$ cat config.mk
export PLATFORM = sky130hd
export DESIGN_NAME = char_lcd_4bit_sequencer
export DESIGN_NICKNAME = d
export VERILOG_FILES = /design/src/design/chlcd_pkg.sv /design/src/design/chlcd_req.sv /design/src/design/chlcd_phase.sv /design/src/design/char_lcd_4bit_sequencer.sv
export SDC_FILE = /design/constraint.sdc
export NUM_CORES = 1
export LEC_CHECK = 0
export BUFFER_PORTS_ARGS = -buffer_cell sky130_fd_sc_hd__clkbuf_2
export CAP_MARGIN = 10
export CORE_MARGIN = 4
export CORE_UTILIZATION = 55
export DETAILED_ROUTE_END_ITERATION = 6
export MAX_ROUTING_LAYER = met4
export PLACE_DENSITY_LB_ADDON = 0.3
export SYNTH_ARGS = -nofsm -noshare
export SYNTH_HDL_FRONTEND = slang
export SYNTH_SLANG_ARGS = --single-unit
$ cat constraint.sdc
create_clock -name clk -period 4.3 [get_ports clk]
set_input_delay 0.86 -clock clk [delete_from_list [all_inputs] [get_ports clk]]
set_output_delay 0.86 -clock clk [all_outputs]
set_load 0.05 [all_outputs]
$ cat src/design/chlcd_pkg.sv
// Package for the character display 4-bit sequencer.
// Request/phase payload types, mode and register codes, init tables.
// No dependencies.
package chlcd_pkg;

  localparam int ROW_COUNT   = 4;
  localparam int CFG_IDX_W   = 2;
  localparam int CFG_DATA_W  = 6;
  localparam int INIT_NIBS   = 12;
  localparam int NIB_IDX_W   = $clog2(INIT_NIBS);

  localparam logic [12:0] HOLD_SHORT   = 13'd1;
  localparam logic [12:0] HOLD_NIBBLE  = 13'd100;
  localparam logic [12:0] WAIT_POWERUP = 13'd4500;
  localparam logic [12:0] WAIT_SHORT   = 13'd150;
  localparam logic [12:0] WAIT_CLEAR   = 13'd2000;

  localparam logic [7:0] CMD_CLEAR    = 8'h01;
  localparam logic [7:0] CMD_HOME     = 8'h02;
  localparam logic [7:0] CMD_DISP_CTL = 8'h08;
  localparam logic [7:0] CMD_DDRAM    = 8'h80;
  localparam logic [7:0] ROW_ODD_OFS  = 8'h40;
  localparam logic [2:0] DISP_ON_BIT  = 3'b100;

  typedef enum logic [2:0] {
    MODE_INIT    = 3'd0,
    MODE_CMD     = 3'd1,
    MODE_DATA    = 3'd2,
    MODE_CURSOR  = 3'd3,
    MODE_CLEAR   = 3'd4,
    MODE_HOME    = 3'd5,
    MODE_DISP_ON = 3'd6
  } mode_e;

  // spare mode code: taken and dropped
  localparam logic [2:0] MODE_IGNORED = 3'd7;

  typedef enum logic [CFG_IDX_W-1:0] {
    CFG_COLUMNS    = 2'd0,
    CFG_LINE_COUNT = 2'd1
  } cfg_idx_e;

  typedef enum logic [1:0] {
    PH_SETUP  = 2'd0,
    PH_STROBE = 2'd1,
    PH_HOLD   = 2'd2
  } phase_e;

  typedef struct packed {
    logic [2:0] mode;
    logic [7:0] byte_value;
    logic [6:0] column;
    logic [2:0] row;
  } req_t;

  typedef struct packed {
    logic        reg_select;
    logic        enable_pin;
    logic [3:0]  data_nibble;
    logic [12:0] hold_us;
    logic        last;
  } rsp_t;

  // decoded request handed from the input stage to the phase emitter
  typedef struct packed {
    logic       init;
    logic       reg_select;
    logic [7:0] byte_value;
    logic       long_wait;
  } plan_t;

  // init nibble stream: 3,3,3,2 then 0x28, 0x0C, 0x01, 0x06
  function automatic logic [3:0] init_nibble(input logic [NIB_IDX_W-1:0] idx);
    logic [3:0] nib;
    unique case (idx)
      4'd0, 4'd1, 4'd2: nib = 4'h3;
      4'd3, 4'd4:       nib = 4'h2;
      4'd5:             nib = 4'h8;
      4'd6:             nib = 4'h0;
      4'd7:             nib = 4'hC;
      4'd8:             nib = 4'h0;
      4'd9:             nib = 4'h1;
      4'd10:            nib = 4'h0;
      4'd11:            nib = 4'h6;
      default:          nib = 4'h0;
    endcase
    return nib;
  endfunction

  function automatic logic [12:0] init_extra(input logic [NIB_IDX_W-1:0] idx);
    logic [12:0] w;
    unique case (idx)
      4'd0, 4'd1: w = WAIT_POWERUP;
      4'd2:       w = WAIT_SHORT;
      4'd9:       w = WAIT_CLEAR;
      default:    w = 13'd0;
    endcase
    return w;
  endfunction

endpackage

$ cat src/design/chlcd_req.sv
// Input stage: config registers, display control state, request decode and
// the request register. Depends on chlcd_pkg.
module chlcd_req #(
  parameter int ROW_COUNT = chlcd_pkg::ROW_COUNT
) (
  input  logic                              clk,
  input  logic                              rst_n,
  input  logic                              in_valid,
  output logic                              in_stall,
  input  chlcd_pkg::req_t                   in_data,
  input  logic                              cfg_valid,
  input  logic [chlcd_pkg::CFG_IDX_W-1:0]   cfg_index,
  input  logic [chlcd_pkg::CFG_DATA_W-1:0]  cfg_data,
  input  logic                              plan_done,
  output logic                              plan_valid,
  output chlcd_pkg::plan_t                  plan
);
  import chlcd_pkg::*;

  logic [5:0] columns_r, columns_nxt;
  logic [2:0] lines_r, lines_nxt;
  logic [2:0] dcb_r, dcb_nxt;
  logic       req_valid_r, req_valid_nxt;
  plan_t      plan_r, plan_nxt;

  logic       accept;
  logic       legal;
  logic [2:0] row_c;
  logic [2:0] row_max;
  logic [2:0] lines_eff;
  logic [7:0] offset;
  logic [7:0] cursor_cmd;

  assign in_stall = req_valid_r && !plan_done;
  assign accept   = in_valid && !in_stall;
  assign legal    = (in_data.mode != MODE_IGNORED);

  // cursor address: clamp row, then add row offset to column
  always_comb begin
    row_max   = 3'(ROW_COUNT - 1);
    lines_eff = (lines_r == 3'd0) ? 3'd1 : lines_r;
    row_c     = (in_data.row > row_max) ? row_max : in_data.row;
    if (row_c >= lines_eff) begin
      row_c = lines_eff - 3'd1;
    end
    offset     = (row_c[0] ? ROW_ODD_OFS : 8'd0) +
                 ((row_c >= 3'd2) ? {2'b00, columns_r} : 8'd0);
    cursor_cmd = CMD_DDRAM | ({1'b0, in_data.column} + offset);
  end

  always_comb begin
    columns_nxt = columns_r;
    lines_nxt   = lines_r;
    if (cfg_valid) begin
      unique case (cfg_index)
        CFG_COLUMNS:    columns_nxt = cfg_data;
        CFG_LINE_COUNT: lines_nxt   = cfg_data[2:0];
        default:        ;
      endcase
    end
  end

  always_comb begin
    dcb_nxt             = dcb_r;
    plan_nxt            = plan_r;
    req_valid_nxt       = plan_done ? 1'b0 : req_valid_r;
    plan_nxt.init       = 1'b0;
    plan_nxt.reg_select = 1'b0;
    plan_nxt.byte_value = in_data.byte_value;
    plan_nxt.long_wait  = 1'b0;
    unique case (mode_e'(in_data.mode))
      MODE_INIT:    plan_nxt.init = 1'b1;
      MODE_CMD:     ;
      MODE_DATA:    plan_nxt.reg_select = 1'b1;
      MODE_CURSOR:  plan_nxt.byte_value = cursor_cmd;
      MODE_CLEAR: begin
        plan_nxt.byte_value = CMD_CLEAR;
        plan_nxt.long_wait  = 1'b1;
      end
      MODE_HOME: begin
        plan_nxt.byte_value = CMD_HOME;
        plan_nxt.long_wait  = 1'b1;
      end
      MODE_DISP_ON: plan_nxt.byte_value = CMD_DISP_CTL | {5'd0, dcb_r | DISP_ON_BIT};
      default:      ;
    endcase
    if (!(accept && legal)) begin
      plan_nxt = plan_r;
    end else begin
      req_valid_nxt = 1'b1;
      if (mode_e'(in_data.mode) == MODE_INIT) begin
        dcb_nxt = DISP_ON_BIT;
      end else if (mode_e'(in_data.mode) == MODE_DISP_ON) begin
        dcb_nxt = dcb_r | DISP_ON_BIT;
      end
    end
  end

  always_ff @(posedge clk) begin
    if (!rst_n) begin
      columns_r   <= 6'd16;
      lines_r     <= 3'd2;
      dcb_r       <= 3'd0;
      req_valid_r <= 1'b0;
    end else begin
      columns_r   <= columns_nxt;
      lines_r     <= lines_nxt;
      dcb_r       <= dcb_nxt;
      req_valid_r <= req_valid_nxt;
    end
    plan_r <= plan_nxt;
  end

  assign plan_valid = req_valid_r;
  assign plan       = plan_r;

endmodule

$ cat src/design/chlcd_phase.sv
// Phase emitter: walks nibbles and enable phases of the held request and loads one
// pin phase per cycle into the output register while out_stall is low. Depends on chlcd_pkg.
module chlcd_phase (
  input  logic             clk,
  input  logic             rst_n,
  input  logic             plan_valid,
  input  chlcd_pkg::plan_t plan,
  output logic             plan_done,
  output logic             out_valid,
  input  logic             out_stall,
  output chlcd_pkg::rsp_t  out_data
);
  import chlcd_pkg::*;

  phase_e                ph_r, ph_nxt;
  logic [NIB_IDX_W-1:0]  nib_r, nib_nxt;
  logic                  out_valid_r, out_valid_nxt;
  rsp_t                  out_data_r;
  rsp_t                  cur;
  logic                  load;
  logic                  last_nib;
  logic [12:0]           extra;

  assign load      = plan_valid && (!out_valid_r || !out_stall);
  assign last_nib  = plan.init ? (nib_r == NIB_IDX_W'(INIT_NIBS - 1))
                               : (nib_r == NIB_IDX_W'(1));
  assign plan_done = load && cur.last;

  // next state
  always_comb begin
    ph_nxt  = ph_r;
    nib_nxt = nib_r;
    if (load) begin
      unique case (ph_r)
        PH_SETUP:  ph_nxt = PH_STROBE;
        PH_STROBE: ph_nxt = PH_HOLD;
        PH_HOLD: begin
          ph_nxt  = PH_SETUP;
          nib_nxt = last_nib ? '0 : nib_r + NIB_IDX_W'(1);
        end
        default:   ph_nxt = PH_SETUP;
      endcase
    end
  end

  // phase outputs
  always_comb begin
    if (plan.init) begin
      extra           = init_extra(nib_r);
      cur.data_nibble = init_nibble(nib_r);
    end else begin
      extra           = (nib_r[0] && plan.long_wait) ? WAIT_CLEAR : 13'd0;
      cur.data_nibble = nib_r[0] ? plan.byte_value[3:0] : plan.byte_value[7:4];
    end
    cur.reg_select = plan.reg_select;
    cur.enable_pin = (ph_r == PH_STROBE);
    cur.hold_us    = (ph_r == PH_HOLD) ? HOLD_NIBBLE + extra : HOLD_SHORT;
    cur.last       = last_nib && (ph_r == PH_HOLD);
  end

  always_comb begin
    out_valid_nxt = out_valid_r;
    if (!out_valid_r || !out_stall) begin
      out_valid_nxt = plan_valid;
    end
  end

  always_ff @(posedge clk) begin
    if (!rst_n) begin
      ph_r        <= PH_SETUP;
      nib_r       <= '0;
      out_valid_r <= 1'b0;
    end else begin
      ph_r        <= ph_nxt;
      nib_r       <= nib_nxt;
      out_valid_r <= out_valid_nxt;
    end
    if (load) begin
      out_data_r <= cur;
    end
  end

  assign out_valid = out_valid_r;
  assign out_data  = out_data_r;

endmodule

$ cat src/design/char_lcd_4bit_sequencer.sv
// Top level of the 4-bit character display sequencer.
// Instantiates chlcd_req and chlcd_phase; depends on chlcd_pkg.
//
// Turns display requests into a stream of pin phases (register select,
// enable level, d4..d7 nibble, hold time in us, last flag), one phase per
// clock while out_stall is low. Command, data, cursor, clear, home and
// display-on requests give 6 phases (two nibbles of three phases each);
// init gives 36. The next request is taken in the same cycle the last
// phase of the current one is loaded into the output register, so
// phases of consecutive requests follow with no gap. Mode 7 is accepted
// and dropped. ROW_COUNT is the number of physical rows the cursor row is
// clamped to. cfg_ready is always high; registers should be written only
// while no request is in flight.
module char_lcd_4bit_sequencer #(
  parameter int ROW_COUNT = chlcd_pkg::ROW_COUNT
) (
  input  logic                              clk,
  input  logic                              rst_n,
  // request channel
  input  logic                              in_valid,
  output logic                              in_stall,
  input  chlcd_pkg::req_t                   in_data,
  // phase channel
  output logic                              out_valid,
  input  logic                              out_stall,
  output chlcd_pkg::rsp_t                   out_data,
  // register writes
  input  logic                              cfg_valid,
  output logic                              cfg_ready,
  input  logic [chlcd_pkg::CFG_IDX_W-1:0]   cfg_index,
  input  logic [chlcd_pkg::CFG_DATA_W-1:0]  cfg_data
);
  import chlcd_pkg::*;

  plan_t plan;
  logic  plan_valid;
  logic  plan_done;

  assign cfg_ready = 1'b1;

  // request register: decode, cursor math, config and control state
  chlcd_req #(
    .ROW_COUNT (ROW_COUNT)
  ) u_req (
    .clk        (clk),
    .rst_n      (rst_n),
    .in_valid   (in_valid),
    .in_stall   (in_stall),
    .in_data    (in_data),
    .cfg_valid  (cfg_valid),
    .cfg_index  (cfg_index),
    .cfg_data   (cfg_data),
    .plan_done  (plan_done),
    .plan_valid (plan_valid),
    .plan       (plan)
  );

  // phase walker and output register
  chlcd_phase u_phase (
    .clk        (clk),
    .rst_n      (rst_n),
    .plan_valid (plan_valid),
    .plan       (plan),
    .plan_done  (plan_done),
    .out_valid  (out_valid),
    .out_stall  (out_stall),
    .out_data   (out_data)
  );

endmodule

# Yosys cells after proc, flatten, opt, wreduce, memory -nomap -nowiden
# Memories as Yosys holds them, arrays and structs flattened. A register that Yosys moved wholly into a read port is not among the register bits.
# Index checks and enable logic that the tools add are counted.
# Widths: inputs -> output; s select.
# totals
elab_cells,84
reg_bits,50
in_bits,34
output_inout_bits,23
mem_count,1
romBits,64
# memory_table
memory,words,width,rd,rd_clocked_by_memory_dff,wr,line_no,source
(name not given),16,4,1,1,0,chlcd_pkg.sv:75,unique case (idx)
# classes
order_cmp,3
n_mux,22
n_eq_ne,13
n_addsub,5
reduce_logical,24
# op_table
cell,n
$pmux 13 s3,1
$pmux 8 s4,1
$mux 4,5
$add 7x7->7,2
$add 7x13->13 const A,1
$mux 13,1
$mux 11,1
$eq 3x3->1 const B,3
$mux 3,3
$eq 4x4->1 const B,2
$reduce_and 2->1,4
$logic_and 1x1->1,7
$mux 7,1
$eq 3x2->1 const B,2
$logic_not 3->1,2
$mux 1,6
$mux 6,1
$add 4x1->4 const B,1
$eq 2x1->1 const B,2
$eq 4x1->1 const B,1
$eq 4x2->1 const B,1
$logic_not 1->1,4
$logic_not 2->1,2
$logic_not 4->1,1
11 further kinds,12

# Longest topological paths before layout
# Gate-level depths: netlist of the first run.
# depth
ltp_word,10
depth_mapped,17
mapped_depth_nobuf,17

# Modules after synthesis
# Synthesis of the first run repeated with hierarchy kept, for this count alone.
# unflattened
cells_unflattened,280
hier_area_um2,2840.2
# by_module_without_submodules
module,seq_area_each_um2,area_each_um2,instances,cells_each
chlcd_phase,820.8,1480.2,1,137
chlcd_req,530.5,1348.8,1,141
char_lcd_4bit_sequencer,0.0,11.3,1,2

# Least setup slack after synthesis of the first run
# OpenSTA, ideal clock, no wires.
# synth_timing
path_type,input to register
from,input port in_data[1] (netlist name)
to,"register u_req.plan_r (netlist bit u_req.plan[7]), data pin"
t_required_ns,4.142
setup_slack_ns,0.529
n_path_buf,0
setup_ns,0.158
path_stages,15
arrival_ns,3.613
path_cell_list,or2_2 ha_1 nand2_1 o21ai_1 nor2_1 a31oi_1 and2_1 ha_1 inv_1 fa_1 nand2b_1 a21oi_1 o22ai_1 xnor3_1 o211ai_1
# synth_between
elab_chain_cells,9
elab_cells_between_ends,10
classes_between,add/sub: 2; order compare: 3; mux: 5
# synth_rtl
element,line_no,source
from (decl),char_lcd_4bit_sequencer.sv:22,"input chlcd_pkg::req_t in_data,"
$gt 3x2->1,chlcd_req.sv:42,row_c = (in_data.row > row_max) ? row_max : in_data.row;
$mux 3 *,chlcd_req.sv:42,
$ge 3x3->1,chlcd_req.sv:43,if (row_c >= lines_eff) begin
$mux 3 *,chlcd_req.sv:43,
$ge 3x2->1,chlcd_req.sv:47,"((row_c >= 3'd2) ? {2'b00, columns_r} : 8'd0);"
$mux 6,chlcd_req.sv:47,
$add 7x7->7 *,chlcd_req.sv:46,offset = (row_c[0] ? ROW_ODD_OFS : 8'd0) +
$add 7x7->7 *,chlcd_req.sv:48,"cursor_cmd = CMD_DDRAM | ({1'b0, in_data.column} + offset);"
$pmux 8 s4 *,chlcd_req.sv:71,unique case (mode_e'(in_data.mode))
to (signal assigned),chlcd_req.sv:111,plan_r <= plan_nxt;
to (decl),chlcd_req.sv:24,"plan_t plan_r, plan_nxt;"
# Every way passes the cells marked *; elsewhere a longest branch is shown, timed or not.
# A chain may end at the register's enable or synchronous reset.

# Worst setup path after layout of the first run
# Same ends and word-level chain as after synthesis.

==> Flow_metrics.wiki, run 1 <==
{| class="wikitable"
! Metric !! Value
|-
| F_max || 0.272 GHz
|-
| Count of TritonRoute iterations in the first routing pass || 4
|-
| Initial antenna violation count || 0
|-
| Row Count || 25
|-
| Sum of routed wire length over all layers || 5040 um
|-
| Clock net sink count || 51
|-
| Ant diodes || 0
|-
| Clock tree from TritonCTS || done
|-
| Minimum period implied by the final worst setup slack || 3.67 ns
|-
| Post-cts hold buffer count || 0
|-
| Worst reg2reg path startpoint || u_req.lines_r[2]
|-
| Hold_sp || u_req.plan[9]
|-
| Worst vdd rail ir drop || 0.177 mV
|-
| Fill cell count || 410
|-
| Most common cell after layout, fill and taps aside || sky130_fd_sc_hd__clkbuf_2
|-
| Outcome || complete, no violations
|-
| Synth async-reset ratio || 0%
|-
| Ports placed on the boundary || 57
|-
| Max-capacitance violation count || 0
|-
| Gates resized, CTS repair || 0
|-
| Cell depth of the worst min-delay path || 0
|-
| Fin Setup TNS || 0 ns
|-
| Dpl cell area || 0.00312 sq mm
|-
| Count of nets after finishing || 369
|-
| Finish-stage setup viols || 0
|-
| Flip-flop and latch count after synthesis || 51
|-
| Initial Utilization || 58.0%
|-
| DRC violations left || 0
|-
| Leakage power summed over all cells || 1.33 nW
|-
| Share of the cycle needed by the critical path after routing || 85.4%
|-
| Type of the worst setup path || in -> reg
|-
| Die ar. || 0.00633 sq mm
|-
| Unrepaired setup endpoints after global routing || false
|-
| Arrival time reported for the critical path endpoint || 3.81 ns
|-
| Path class of the lowest-slack min-delay path || reg -> reg
|-
| Worst setup skew after layout || 0.00795 ns
|-
| Critical-path maximum fanout || 3
|-
| Width of the chip || 79.5 um
|-
| Vias after detailed routing || 2032
|-
| Max Slew Vio Count || 0
|-
| Overflow left after global routing || 0
|-
| Die span in y || 79.5 um
|-
| Post-synthesis sequential area ratio || 47.0%
|-
| Number of library cell types mapped by synthesis || 58
|-
| CTS clock-pin slew for the worst setup and hold paths || 0.09 ns
|-
| Number of warnings reported in the yosys synthesis log || 0
|-
| Synthesized area || 0.00281 sq mm
|-
| Standard cell core area || 0.00485 sq mm
|-
| Number of global-route vias before repair || 1924
|-
| CP Data Required Time || 4.44 ns
|-
| Buffers inserted during post-CTS setup optimization || 0
|-
| RD Place Congestion || 0.951
|-
| Commonest cells after routing, fill and taps aside || sky130_fd_sc_hd__clkbuf_2 (55), sky130_fd_sc_hd__edfxtp_1 (30), sky130_fd_sc_hd__nand2_1 (25)
|-
| Areal power density over the cells || 309 mW/mm^2
|-
| Critical Path End Type || flop
|-
| Register-to-Register Setup Slack || 0.85 ns
|-
| Number of enable flip-flop cells after synthesis || 30
|-
| Transition at the pin with the smallest max-transition slack || 0.809 ns
|-
| DRT iter0 DRCs || 68
|-
| FF-to-FF path depth || 17
|-
| Wire per inst || 13.0 um
|-
| Area growth from synthesis to layout || 13.7%
|-
| GR Util All Layers || 17.4%
|-
| Clock root buffer || sky130_fd_sc_hd__clkbuf_8
|-
| Average cell area after synthesis || 10.5 sq um
|-
| Share of cells above drive strength 1 || 24.9%
|-
| H-tree depth || 2
|-
| Hold Path Sink || u_phase.out_data[19]
|-
| Capturing point of the worst reg2reg path || u_req.plan[7]
|-
| Routed via count divided by cell count || 5.24
|-
| Mapped Cells || 267
|-
| Cts bufs inserted || 5
|-
| Final Hold Fails || 0
|-
| Leading register cell type out of synthesis || sky130_fd_sc_hd__edfxtp_1
|-
| Maximum clock insertion buffer count || 2
|-
| Port buffer count || 54
|-
| Placed wire-length estimate after detailed placement || 3840 um
|-
| First-pass GRT wire length || 8440 um
|-
| Clock latency on the worst-skew pair || 0.30 ns
|-
| Worst relative slew slack || 45.9%
|-
| Detail Route Antenna Nets || 0
|-
| Cell area after layout || 0.00320 sq mm
|-
| Nature of the critical path startpoint || primary input
|-
| Pin count of the biggest net entering global routing || 28
|}
-- critical path: stages --
cell	delay [ns]
sky130_fd_sc_hd__clkbuf_2	0.07
sky130_fd_sc_hd__or2_2	0.30
sky130_fd_sc_hd__ha_1	0.28
sky130_fd_sc_hd__nand2_1	0.05
sky130_fd_sc_hd__o21ai_1	0.21
sky130_fd_sc_hd__nor2_1	0.07
sky130_fd_sc_hd__a31oi_1	0.19
sky130_fd_sc_hd__and2_1	0.16
sky130_fd_sc_hd__ha_1	0.16
sky130_fd_sc_hd__inv_1	0.06
sky130_fd_sc_hd__fa_1	0.38
sky130_fd_sc_hd__nand2b_1	0.18
sky130_fd_sc_hd__a21oi_1	0.18
sky130_fd_sc_hd__o22ai_1	0.13
sky130_fd_sc_hd__xnor3_1	0.35
sky130_fd_sc_hd__o211ai_1	0.18
-- final cells by class --
class | count | area, sq um | share of cell area, %
multi-input combinational | 192 | 1380 | 43.0
sequential | 51 | 1320 | 41.3
timing repair buffer | 55 | 278 | 8.68
tap | 67 | 83.8 | 2.62
clock buffer | 8 | 81.3 | 2.54
inverter | 15 | 58.8 | 1.84
-- through the flow --
stage | std cells | utilization [%] | power [W] | setup WS [ns] | hold slack (ns)
5_1_grt | 388 | 66.0 | 0.00104 | 0.389 | 0.458
3_3_place_gp | 380 | 64.3 | 0.000737 | 0.438 | 0.407
3_5_place_dp | 380 | 64.3 | 0.000740 | 0.316 | 0.423
2_1_floorplan | 269 | - | 0.000692 | 0.529 | 0.400
4_1_cts | 388 | 66.0 | 0.000995 | 0.631 | 0.444
6_report | 388 | 66.0 | 0.000988 | 0.627 | 0.444
-- layer usage --
layer  routed length, um  global-route usage [%]  up-vias  share of wire, %
met1                2300                    21.3      904                46
met5                   0                       -        -                 0
met4                  89                    7.73        0               1.8
li1                    -                       -     1052                 -
met3                 280                    3.39        9               5.6
met2                2370                    28.1       67                47
-- report_power, final --
part,internal (W),switching [W],leakage [nW]
logic,0.0000599,0.000114,0.832
registers,0.000544,0.0000103,0.457
clock network,0.000118,0.000143,0.0425
total,0.000722,0.000267,1.33
-- sequential cells by signal (all words and copies together), names as in the netlist, named ones only --
register	flops
u_req.plan	11
u_phase.ph_r	2
u_phase.out_data	19
u_phase.nib_r	4
u_req.lines_r	3
u_phase.out_valid	1
u_req.columns_r	6
u_req.plan_valid	1
-- how the worst max path moves through the flow --
stage / startpoint / endpoint / slack [ns] / cells after the start
2_1_floorplan: in_data[1] / u_req.plan[7] / 0.53 / 15
3_5_place_dp: in_data[1] / u_req.plan[7] / 0.32 / 16
6_report: in_data[1] / u_req.plan[7] / 0.63 / 16
4_1_cts: in_data[1] / u_req.plan[7] / 0.63 / 16
3_3_place_gp: in_data[1] / u_req.plan[7] / 0.44 / 16
5_1_grt: in_data[2] / u_req.plan[7] / 0.39 / 16
-- cell usage after synthesis, types with 2 or more instances --
cell type | number | area [sq um]
sky130_fd_sc_hd__o21ai_0 | 12 | 60.1
sky130_fd_sc_hd__o2111a_1 | 2 | 22.5
sky130_fd_sc_hd__nand2_1 | 25 | 93.8
sky130_fd_sc_hd__a21boi_0 | 4 | 30.0
sky130_fd_sc_hd__and2_1 | 8 | 50.1
sky130_fd_sc_hd__clkbuf_1 | 4 | 15.0
sky130_fd_sc_hd__nand3_1 | 10 | 50.1
sky130_fd_sc_hd__nor2b_4 | 2 | 27.5
sky130_fd_sc_hd__and3_1 | 3 | 18.8
sky130_fd_sc_hd__a21oi_1 | 13 | 65.1
sky130_fd_sc_hd__a21o_1 | 2 | 15.0
sky130_fd_sc_hd__o211ai_1 | 3 | 22.5
sky130_fd_sc_hd__nor3_1 | 2 | 10.0
sky130_fd_sc_hd__buf_2 | 4 | 20.0
sky130_fd_sc_hd__nor2b_1 | 11 | 68.8
sky130_fd_sc_hd__or2_2 | 3 | 18.8
sky130_fd_sc_hd__a31oi_4 | 2 | 42.5
sky130_fd_sc_hd__xnor2_1 | 7 | 61.3
sky130_fd_sc_hd__ha_1 | 14 | 175
sky130_fd_sc_hd__mux2i_1 | 13 | 130
sky130_fd_sc_hd__edfxtp_1 | 30 | 901
sky130_fd_sc_hd__o22ai_1 | 3 | 18.8
sky130_fd_sc_hd__dfxtp_1 | 21 | 420
sky130_fd_sc_hd__a211oi_1 | 2 | 15.0
sky130_fd_sc_hd__a31oi_1 | 5 | 31.3
sky130_fd_sc_hd__nor2_1 | 13 | 48.8
sky130_fd_sc_hd__buf_4 | 2 | 15.0
sky130_fd_sc_hd__inv_1 | 13 | 48.8
sky130_fd_sc_hd__nand2b_1 | 4 | 25.0
sky130_fd_sc_hd__conb_1 | 2 | 7.51
-- cell families (layout without fill, tap and decap cells) --
family | Yosys count | in the layout | share of synthesized area, %
adder cells (fa/ha/maj) | 16 | 16 | 7.29
XOR/XNOR | 8 | 8 | 2.98
buffers and inverters | 26 | 78 | 4.36
AND/OR/NAND/NOR | 92 | 92 | 18.3
other | 2 | 4 | 0.267
AO/OA/AOI/OAI | 57 | 57 | 14.3
multiplexers | 15 | 15 | 5.56
flip-flops | 51 | 51 | 47.0
No activity file was read; power rests on OpenSTA's default activity.
==> run 2, diff against run 1 <==
--- a/config.mk
+++ b/config.mk
@@ -7,11 +7,13 @@
 export LEC_CHECK = 0
 export BUFFER_PORTS_ARGS = -buffer_cell sky130_fd_sc_hd__clkbuf_2
 export CAP_MARGIN = 10
+export CORE_ASPECT_RATIO = 1.4
 export CORE_MARGIN = 4
 export CORE_UTILIZATION = 55
 export DETAILED_ROUTE_END_ITERATION = 6
 export MAX_ROUTING_LAYER = met4
 export PLACE_DENSITY_LB_ADDON = 0.3
+export RECOVER_POWER = 25
 export SYNTH_ARGS = -nofsm -noshare
 export SYNTH_HDL_FRONTEND = slang
 export SYNTH_SLANG_ARGS = --single-unit
==> run 2 against run 1 <==
Net effect:
- routed wire length grew 0.52%
- non-clock buffer count is the same
- core utilization shrank 1.3 points
- cell area shrank 0.59%
- die area grew 0.25%
- global-route usage grew 0.64 points
- combinational power is essentially flat
- highest routed layer unchanged
- count of clock-buffer cells in the layout shrank 2
- clock power grew 2%
==> Flow_metrics.wiki, run 2 (same netlist as run 1, synthesis figures left out) <==
{| class="wikitable"
! Metric !! Value
|-
| Outcome || complete, no violations
|-
| Clock net sink count || 51 (unchanged)
|-
| Cell chain of the critical path || clkbuf_2, or2_2, ha_1, nand2_1, o21ai_1, nor2_1, a31oi_1, and2_1, ha_1, inv_1, fa_1, nand2b_1, a21oi_1, o22ai_1, xnor3_1, o211ai_1
|-
| Type of the worst setup path || in -> reg
|-
| Buffers inserted during post-CTS setup optimization || 0 (unchanged)
|-
| Number of flip-flops in the largest register || 19 (unchanged)
|-
| Ant diodes || 0 (unchanged)
|-
| RD Place Congestion || 0.814 (-14%)
|-
| Count of nets after finishing || 369 (unchanged)
|-
| Cts bufs inserted || 5 (unchanged)
|-
| Clock tree from TritonCTS || done
|-
| Ports placed on the boundary || 57 (unchanged)
|-
| Most common cell after layout, fill and taps aside || sky130_fd_sc_hd__clkbuf_2
|-
| DRC violations left || 0 (unchanged)
|-
| Hold Path Sink || u_phase.out_data[19]
|-
| Worst setup skew after layout || 0.00333 ns (-0.00462 ns)
|-
| Port buffer count || 54 (unchanged)
|-
| FF-to-FF path depth || 17 (unchanged)
|-
| Worst vdd rail ir drop || 0.200 mV (+13%)
|-
| Die span in y || 92.6 um (+16%)
|-
| Worst stage delay on the critical path || 0.38 ns (about the same)
|-
| Leakage power summed over all cells || 1.32 nW (-1.1%)
|-
| Vias after detailed routing || 2052 (+0.98%)
|-
| CP Data Required Time || 4.45 ns (about the same)
|-
| Internal power consumption || 0.000716 W (-0.73%)
|-
| Share of power burned in combinational logic || 17.3% (-0.3 points)
|-
| Fin Setup TNS || 0 ns (unchanged)
|-
| Path class of the lowest-slack min-delay path || reg -> reg
|-
| Clock latency on the worst-skew pair || 0.30 ns (about the same)
|-
| Pin count of the biggest net entering global routing || 28 (unchanged)
|-
| Final setup slack of the worst path || 0.624 ns (-0.00326 ns)
|-
| Commonest cells after routing, fill and taps aside || sky130_fd_sc_hd__clkbuf_2 (50), sky130_fd_sc_hd__edfxtp_1 (30), sky130_fd_sc_hd__nand2_1 (25)
|-
| Critical-path maximum fanout || 3 (unchanged)
|-
| Nature of the critical path startpoint || primary input
|-
| Capturing point of the worst reg2reg path || u_req.plan[7]
|-
| Wire per inst || 13.2 um (+1.3%)
|-
| Final Hold Fails || 0 (unchanged)
|-
| Cell mode on critical path || sky130_fd_sc_hd__ha_1
|-
| Cell area after layout || 0.00318 sq mm (-0.59%)
|-
| Sum of routed wire length over all layers || 5070 um (+0.52%)
|-
| Arrival time reported for the critical path endpoint || 3.82 ns (about the same)
|-
| Standard cell core area || 0.00492 sq mm (+1.4%)
|-
| Placed wire-length estimate after detailed placement || 3950 um (+2.9%)
|-
| Gates resized, CTS repair || 0 (unchanged)
|-
| Hold_sp || u_req.plan[9]
|-
| Minimum period implied by the final worst setup slack || 3.68 ns (+0.00326 ns)
|-
| Width of the chip || 68.5 um (-14%)
|-
| Pre-CTS setup slack || 0.296 ns (-0.0201 ns)
|-
| Number of global-route vias before repair || 2003 (+4.1%)
|-
| Overflow left after global routing || 0 (unchanged)
|-
| Clock root buffer || sky130_fd_sc_hd__clkbuf_8
|-
| GR Util All Layers || 18.1% (+0.64 points)
|-
| Finish-stage setup viols || 0 (unchanged)
|-
| Worst reg2reg path startpoint || u_req.lines_r[2]
|-
| Worst relative slew slack || 24.5% (-21 points)
|-
| Clock Power Share || 26.8% (+0.4 points)
|-
| Initial antenna violation count || 0 (unchanged)
|-
| Critical-path cell with the highest stage delay || sky130_fd_sc_hd__fa_1
|-
| Share of cells above drive strength 1 || 23.1% (-1.9 points)
|-
| Detail Route Antenna Nets || 0 (unchanged)
|-
| Cell depth of the worst min-delay path || 0 (unchanged)
|-
| Maximum clock insertion buffer count || 2 (unchanged)
|-
| Max-capacitance violation count || 0 (unchanged)
|-
| Dpl cell area || 0.00312 sq mm (-0.12%)
|-
| First-pass GRT wire length || 8630 um (+2.2%)
|-
| Transition at the pin with the smallest max-transition slack || 1.13 ns (+0.321 ns)
|-
| Initial Utilization || 57.2% (-0.81 points)
|-
| CTS clock-pin slew for the worst setup and hold paths || 0.09 ns (about the same)
|-
| Unrepaired setup endpoints after global routing || false
|-
| H-tree depth || 2 (unchanged)
|-
| Area growth from synthesis to layout || 13.1%
|-
| Share of the cycle needed by the critical path after routing || 85.5% (about the same)
|-
| Post-cts hold buffer count || 0 (unchanged)
|-
| Register-to-Register Setup Slack || 0.83 ns (-0.02 ns)
|-
| Routed via count divided by cell count || 5.33 (+1.8%)
|-
| Die ar. || 0.00634 sq mm (+0.25%)
|-
| DRT iter0 DRCs || 114 (+68%)
|-
| Row Count || 30 (+20%)
|-
| Tot Pwr || 0.000990 W (+0.12%)
|-
| Count of TritonRoute iterations in the first routing pass || 4 (unchanged)
|-
| Switching Power || 0.000273 W (+2.4%)
|-
| Max Slew Vio Count || 0 (unchanged)
|-
| Areal power density over the cells || 311 mW/mm^2 (+0.72%)
|-
| F_max || 0.272 GHz (about the same)
|-
| Critical Path End Type || flop
|-
| Sequential fraction of design power || 56.0% (about the same)
|-
| Net switching fraction of the power || 27.6% (+0.63 points)
|}
-- run 2: final cells by class --
type	instances	area (sq um)
clock inverter	2	12.5
multi-input combinational	192	1370
clock buffer	6	72.6
sequential	51	1320
fill	416	1740
inverter	15	57.6
timing repair buffer	55	273
tap	64	80.1
-- run 2: critical path, delay by kind of cell --
family          cells  cell delay [ns]
fa+ha+maj           3             0.82
xor+xnor            1             0.35
simple gates        5             0.75
buf+inv             2             0.12
compound gates      5             0.91
-- run 2: power by group through the flow --
| stage | Clock, W | Combinational, W | Sequential, W |
|---|---|---|---|
| final | 0.000265 | 0.000171 | 0.000554 |
| after global routing | 0.000287 | 0.000189 | 0.000557 |
| after CTS | 0.000272 | 0.000174 | 0.000554 |
| after detailed placement | 0 | 0.000173 | 0.000566 |
| after global placement | 0 | 0.000169 | 0.000565 |
| after floorplan | 0 | 0.0000924 | 0.000600 |
-- run 2: how the worst max path moves through the flow --
stage | from | endpoint | slack (ns) | cells after the start
after global placement | in_data[1] | u_req.plan[7] | 0.39 | 16
after detailed placement | in_data[1] | u_req.plan[7] | 0.30 | 16
after CTS | in_data[1] | u_req.plan[7] | 0.62 | 16
after global routing | in_data[1] | u_req.plan[7] | 0.38 | 16
after floorplan | in_data[1] | u_req.plan[7] | 0.53 | 15
final | in_data[1] | u_req.plan[7] | 0.62 | 16
-- run 2: layer usage --
layer  part of all wire (%)  GRT usage (%)  vias to the layer above
met2                     53           31.8                       52
met5                      0              -                        -
met1                     39           19.2                      934
met3                    5.0           3.16                       10
met4                    2.9           7.63                        0
li1                       -              -                     1056
-- run 2: metrics by stage --
step | instances | utilization (%) | hold slack, ns
after floorplan | 269 | - | 0.400
after global placement | 377 | 63.4 | 0.401
after detailed placement | 377 | 63.4 | 0.411
after CTS | 385 | 65.1 | 0.433
after global routing | 385 | 64.7 | 0.445
final | 385 | 64.7 | 0.430
==> run 3, diff against run 2 <==
--- a/config.mk
+++ b/config.mk
@@ -12,7 +12,7 @@
 export CORE_UTILIZATION = 55
 export DETAILED_ROUTE_END_ITERATION = 6
 export MAX_ROUTING_LAYER = met4
-export PLACE_DENSITY_LB_ADDON = 0.3
+export PLACE_DENSITY = 0.87
 export RECOVER_POWER = 25
 export SYNTH_ARGS = -nofsm -noshare
 export SYNTH_HDL_FRONTEND = slang
==> constraint.sdc (replaced) <==
create_clock -name clk -period 4.3 [get_ports clk]
set_input_delay 0.86 -clock clk [delete_from_list [all_inputs] [get_ports clk]]
set_output_delay 0.86 -clock clk [all_outputs]
set_load 0.02 [all_outputs]
==> run 3 against run 2 <==
Net effect:
- clock skew rose by 0.0038 ns
- largest cell class unchanged
- cell count unchanged
- flip-flop and latch count unchanged
- register-to-register slack about the same
- sequential power hardly changed
==> Flow_metrics.wiki, run 3 (same netlist as run 1, synthesis figures left out) <==
{| class="wikitable"
! Metric !! Value
|-
| DRC violations left || 0 (unchanged)
|-
| Worst relative slew slack || 26.6% (+2.1 points)
|-
| Nature of the critical path startpoint || primary input
|-
| Detail Route Antenna Nets || 0 (unchanged)
|-
| Vias after detailed routing || 2074 (+1.1%)
|-
| Cell chain of the critical path || clkbuf_2, or2_2, ha_1, nand2_1, o21ai_1, nor2_1, a31oi_1, and2_1, ha_1, inv_1, fa_1, nand2b_1, a21oi_1, o22ai_1, xnor3_1, o211ai_1
|-
| Gates resized, CTS repair || 0 (unchanged)
|-
| CTS clock-pin slew for the worst setup and hold paths || 0.09 ns (about the same)
|-
| Share of the cycle needed by the critical path after routing || 85.1% (-0.36 points)
|-
| GR Util All Layers || 18.5% (+0.39 points)
|-
| Clock tree from TritonCTS || done
|-
| Sum of routed wire length over all layers || 5200 um (+2.6%)
|-
| Die ar. || 0.00634 sq mm (unchanged)
|-
| Clock net sink count || 51 (unchanged)
|-
| Number of flip-flops in the largest register || 19 (unchanged)
|-
| Areal power density over the cells || 329 mW/mm^2 (+5.7%)
|-
| Minimum period implied by the final worst setup slack || 3.66 ns (-0.0156 ns)
|-
| Cts bufs inserted || 5 (unchanged)
|-
| Row Count || 30 (unchanged)
|-
| Sequential fraction of design power || 52.3% (-3.7 points)
|-
| Max Slew Vio Count || 0 (unchanged)
|-
| Port buffer count || 54 (unchanged)
|-
| Final Hold Fails || 0 (unchanged)
|-
| Internal power consumption || 0.000811 W (+13%)
|-
| Initial antenna violation count || 0 (unchanged)
|-
| Buffers inserted during post-CTS setup optimization || 0 (unchanged)
|-
| Ant diodes || 0 (unchanged)
|-
| Max-capacitance violation count || 0 (unchanged)
|-
| RD Place Congestion || 0.864 (+6.1%)
|-
| Multi-input gate area in the final layout || 0.00137 sq mm (unchanged)
|-
| Standard cell core area || 0.00492 sq mm (unchanged)
|-
| Switching Power || 0.000250 W (-8.4%)
|-
| Type of the worst setup path || in -> reg
|-
| Pre-CTS setup slack || 0.320 ns (+0.0240 ns)
|-
| Seq. cell area || 0.00132 sq mm (unchanged)
|-
| Critical Path End Type || flop
|-
| Fill cell count || 385 (-7.5%)
|-
| Width of the chip || 68.5 um (unchanged)
|-
| Critical-path maximum fanout || 3 (unchanged)
|-
| Area growth from synthesis to layout || 14.7%
|-
| Most common cell after layout, fill and taps aside || sky130_fd_sc_hd__clkbuf_2
|-
| Number of global-route vias before repair || 2031 (+1.4%)
|-
| Final setup slack of the worst path || 0.639 ns (+0.0156 ns)
|-
| Die span in y || 92.6 um (unchanged)
|-
| Unrepaired setup endpoints after global routing || false
|-
| Finish-stage setup viols || 0 (unchanged)
|-
| Count of nets after finishing || 369 (unchanged)
|-
| First-pass GRT wire length || 8760 um (+1.6%)
|-
| Placed wire-length estimate after detailed placement || 4120 um (+4.3%)
|-
| Clock Power Share || 34.3% (+7.5 points)
|-
| Fin Setup TNS || 0 ns (unchanged)
|-
| Leakage power summed over all cells || 1.34 nW (+1.7%)
|-
| Wire per inst || 13.5 um (+2.6%)
|-
| CP Data Required Time || 4.45 ns (about the same)
|-
| Arrival time reported for the critical path endpoint || 3.81 ns (about the same)
|-
| Worst path top cell family by delay || compound AO/OA/AOI/OAI gates
|-
| Pin count of the biggest net entering global routing || 28 (unchanged)
|-
| Clock root buffer || sky130_fd_sc_hd__clkbuf_8
|-
| Worst stage delay on the critical path || 0.40 ns (+0.02 ns)
|-
| Initial Utilization || 57.2% (unchanged)
|-
| DRT iter0 DRCs || 105 (-7.9%)
|-
| F_max || 0.273 GHz (+0.43%)
|-
| Worst vdd rail ir drop || 0.291 mV (+45%)
|-
| Share of cells above drive strength 1 || 23.1% (unchanged)
|-
| Post-cts hold buffer count || 0 (unchanged)
|-
| Maximum clock insertion buffer count || 2 (unchanged)
|-
| Transition at the pin with the smallest max-transition slack || 1.10 ns (-0.0310 ns)
|-
| CP bufs+invs || 2 (unchanged)
|-
| Ports placed on the boundary || 57 (unchanged)
|-
| Worst setup skew after layout || 0.00717 ns (+0.00384 ns)
|-
| Share of power burned in combinational logic || 13.4% (-3.9 points)
|-
| H-tree depth || 2 (unchanged)
|-
| Routed via count divided by cell count || 5.39 (+1.1%)
|-
| Critical-path cell with the highest stage delay || sky130_fd_sc_hd__fa_1
|-
| Cell mode on critical path || sky130_fd_sc_hd__ha_1
|-
| Net switching fraction of the power || 23.6% (-4.0 points)
|-
| Count of TritonRoute iterations in the first routing pass || 4 (unchanged)
|-
| Path class of the lowest-slack min-delay path || reg -> reg
|-
| Clock latency on the worst-skew pair || 0.30 ns (about the same)
|-
| Commonest cells after routing, fill and taps aside || sky130_fd_sc_hd__clkbuf_2 (50), sky130_fd_sc_hd__edfxtp_1 (30), sky130_fd_sc_hd__nand2_1 (25)
|-
| Overflow left after global routing || 0 (unchanged)
|-
| Outcome || complete, no violations
|}
[run 3: layout make-up]
type	instances	area share, %
Inverter	15	1.78
Tap cell	64	2.48
Clock buffer	6	2.91
Multi-Input combinational cell	192	42.3
Sequential cell	51	40.9
Clock inverter	2	1.16
Timing Repair Buffer	55	8.45
[run 3: final timing paths]
check | startpoint | endpoint | slack (ns) | cells after the start
worst max-delay path | in_data[1] | u_req.plan[7] | 0.64 | 16
worst min-delay path | u_req.plan[9] | u_phase.out_data[19] | 0.45 | 0
worst max register to register | u_req.lines_r[2] | u_req.plan[7] | 0.84 | 17
worst min register to register | u_req.plan[9] | u_phase.out_data[19] | 0.45 | 0
[run 3: stage by stage]
stage               area [sq um]  std cells  hold slack [ns]  total power [W]  utilization [%]
finish                      3230        385            0.447          0.00106             65.6
global route                3230        385            0.468          0.00111             65.6
CTS                         3250        385            0.440          0.00107             66.0
detailed placement          3120        377            0.418         0.000710             63.4
global placement            3120        377            0.417         0.000706             63.4
floorplan                   2820        269            0.400         0.000664                -
[run 3: power groups by stage]
stage,combinational [W],sequential [W],clock [W]
after floorplan,0.0000885,0.000576,0
after global placement,0.000140,0.000566,0
after detailed placement,0.000144,0.000567,0
after CTS,0.000145,0.000555,0.000369
after global routing,0.000160,0.000558,0.000390
final,0.000142,0.000555,0.000364
[run 3: routing by layer]
layer	vias up	global-route usage [%]	wire, um
met2	65	32.3	2790
met5	-	-	0
li1	1056	-	-
met4	0	6.30	150
met1	938	19.1	1890
met3	15	5.46	371
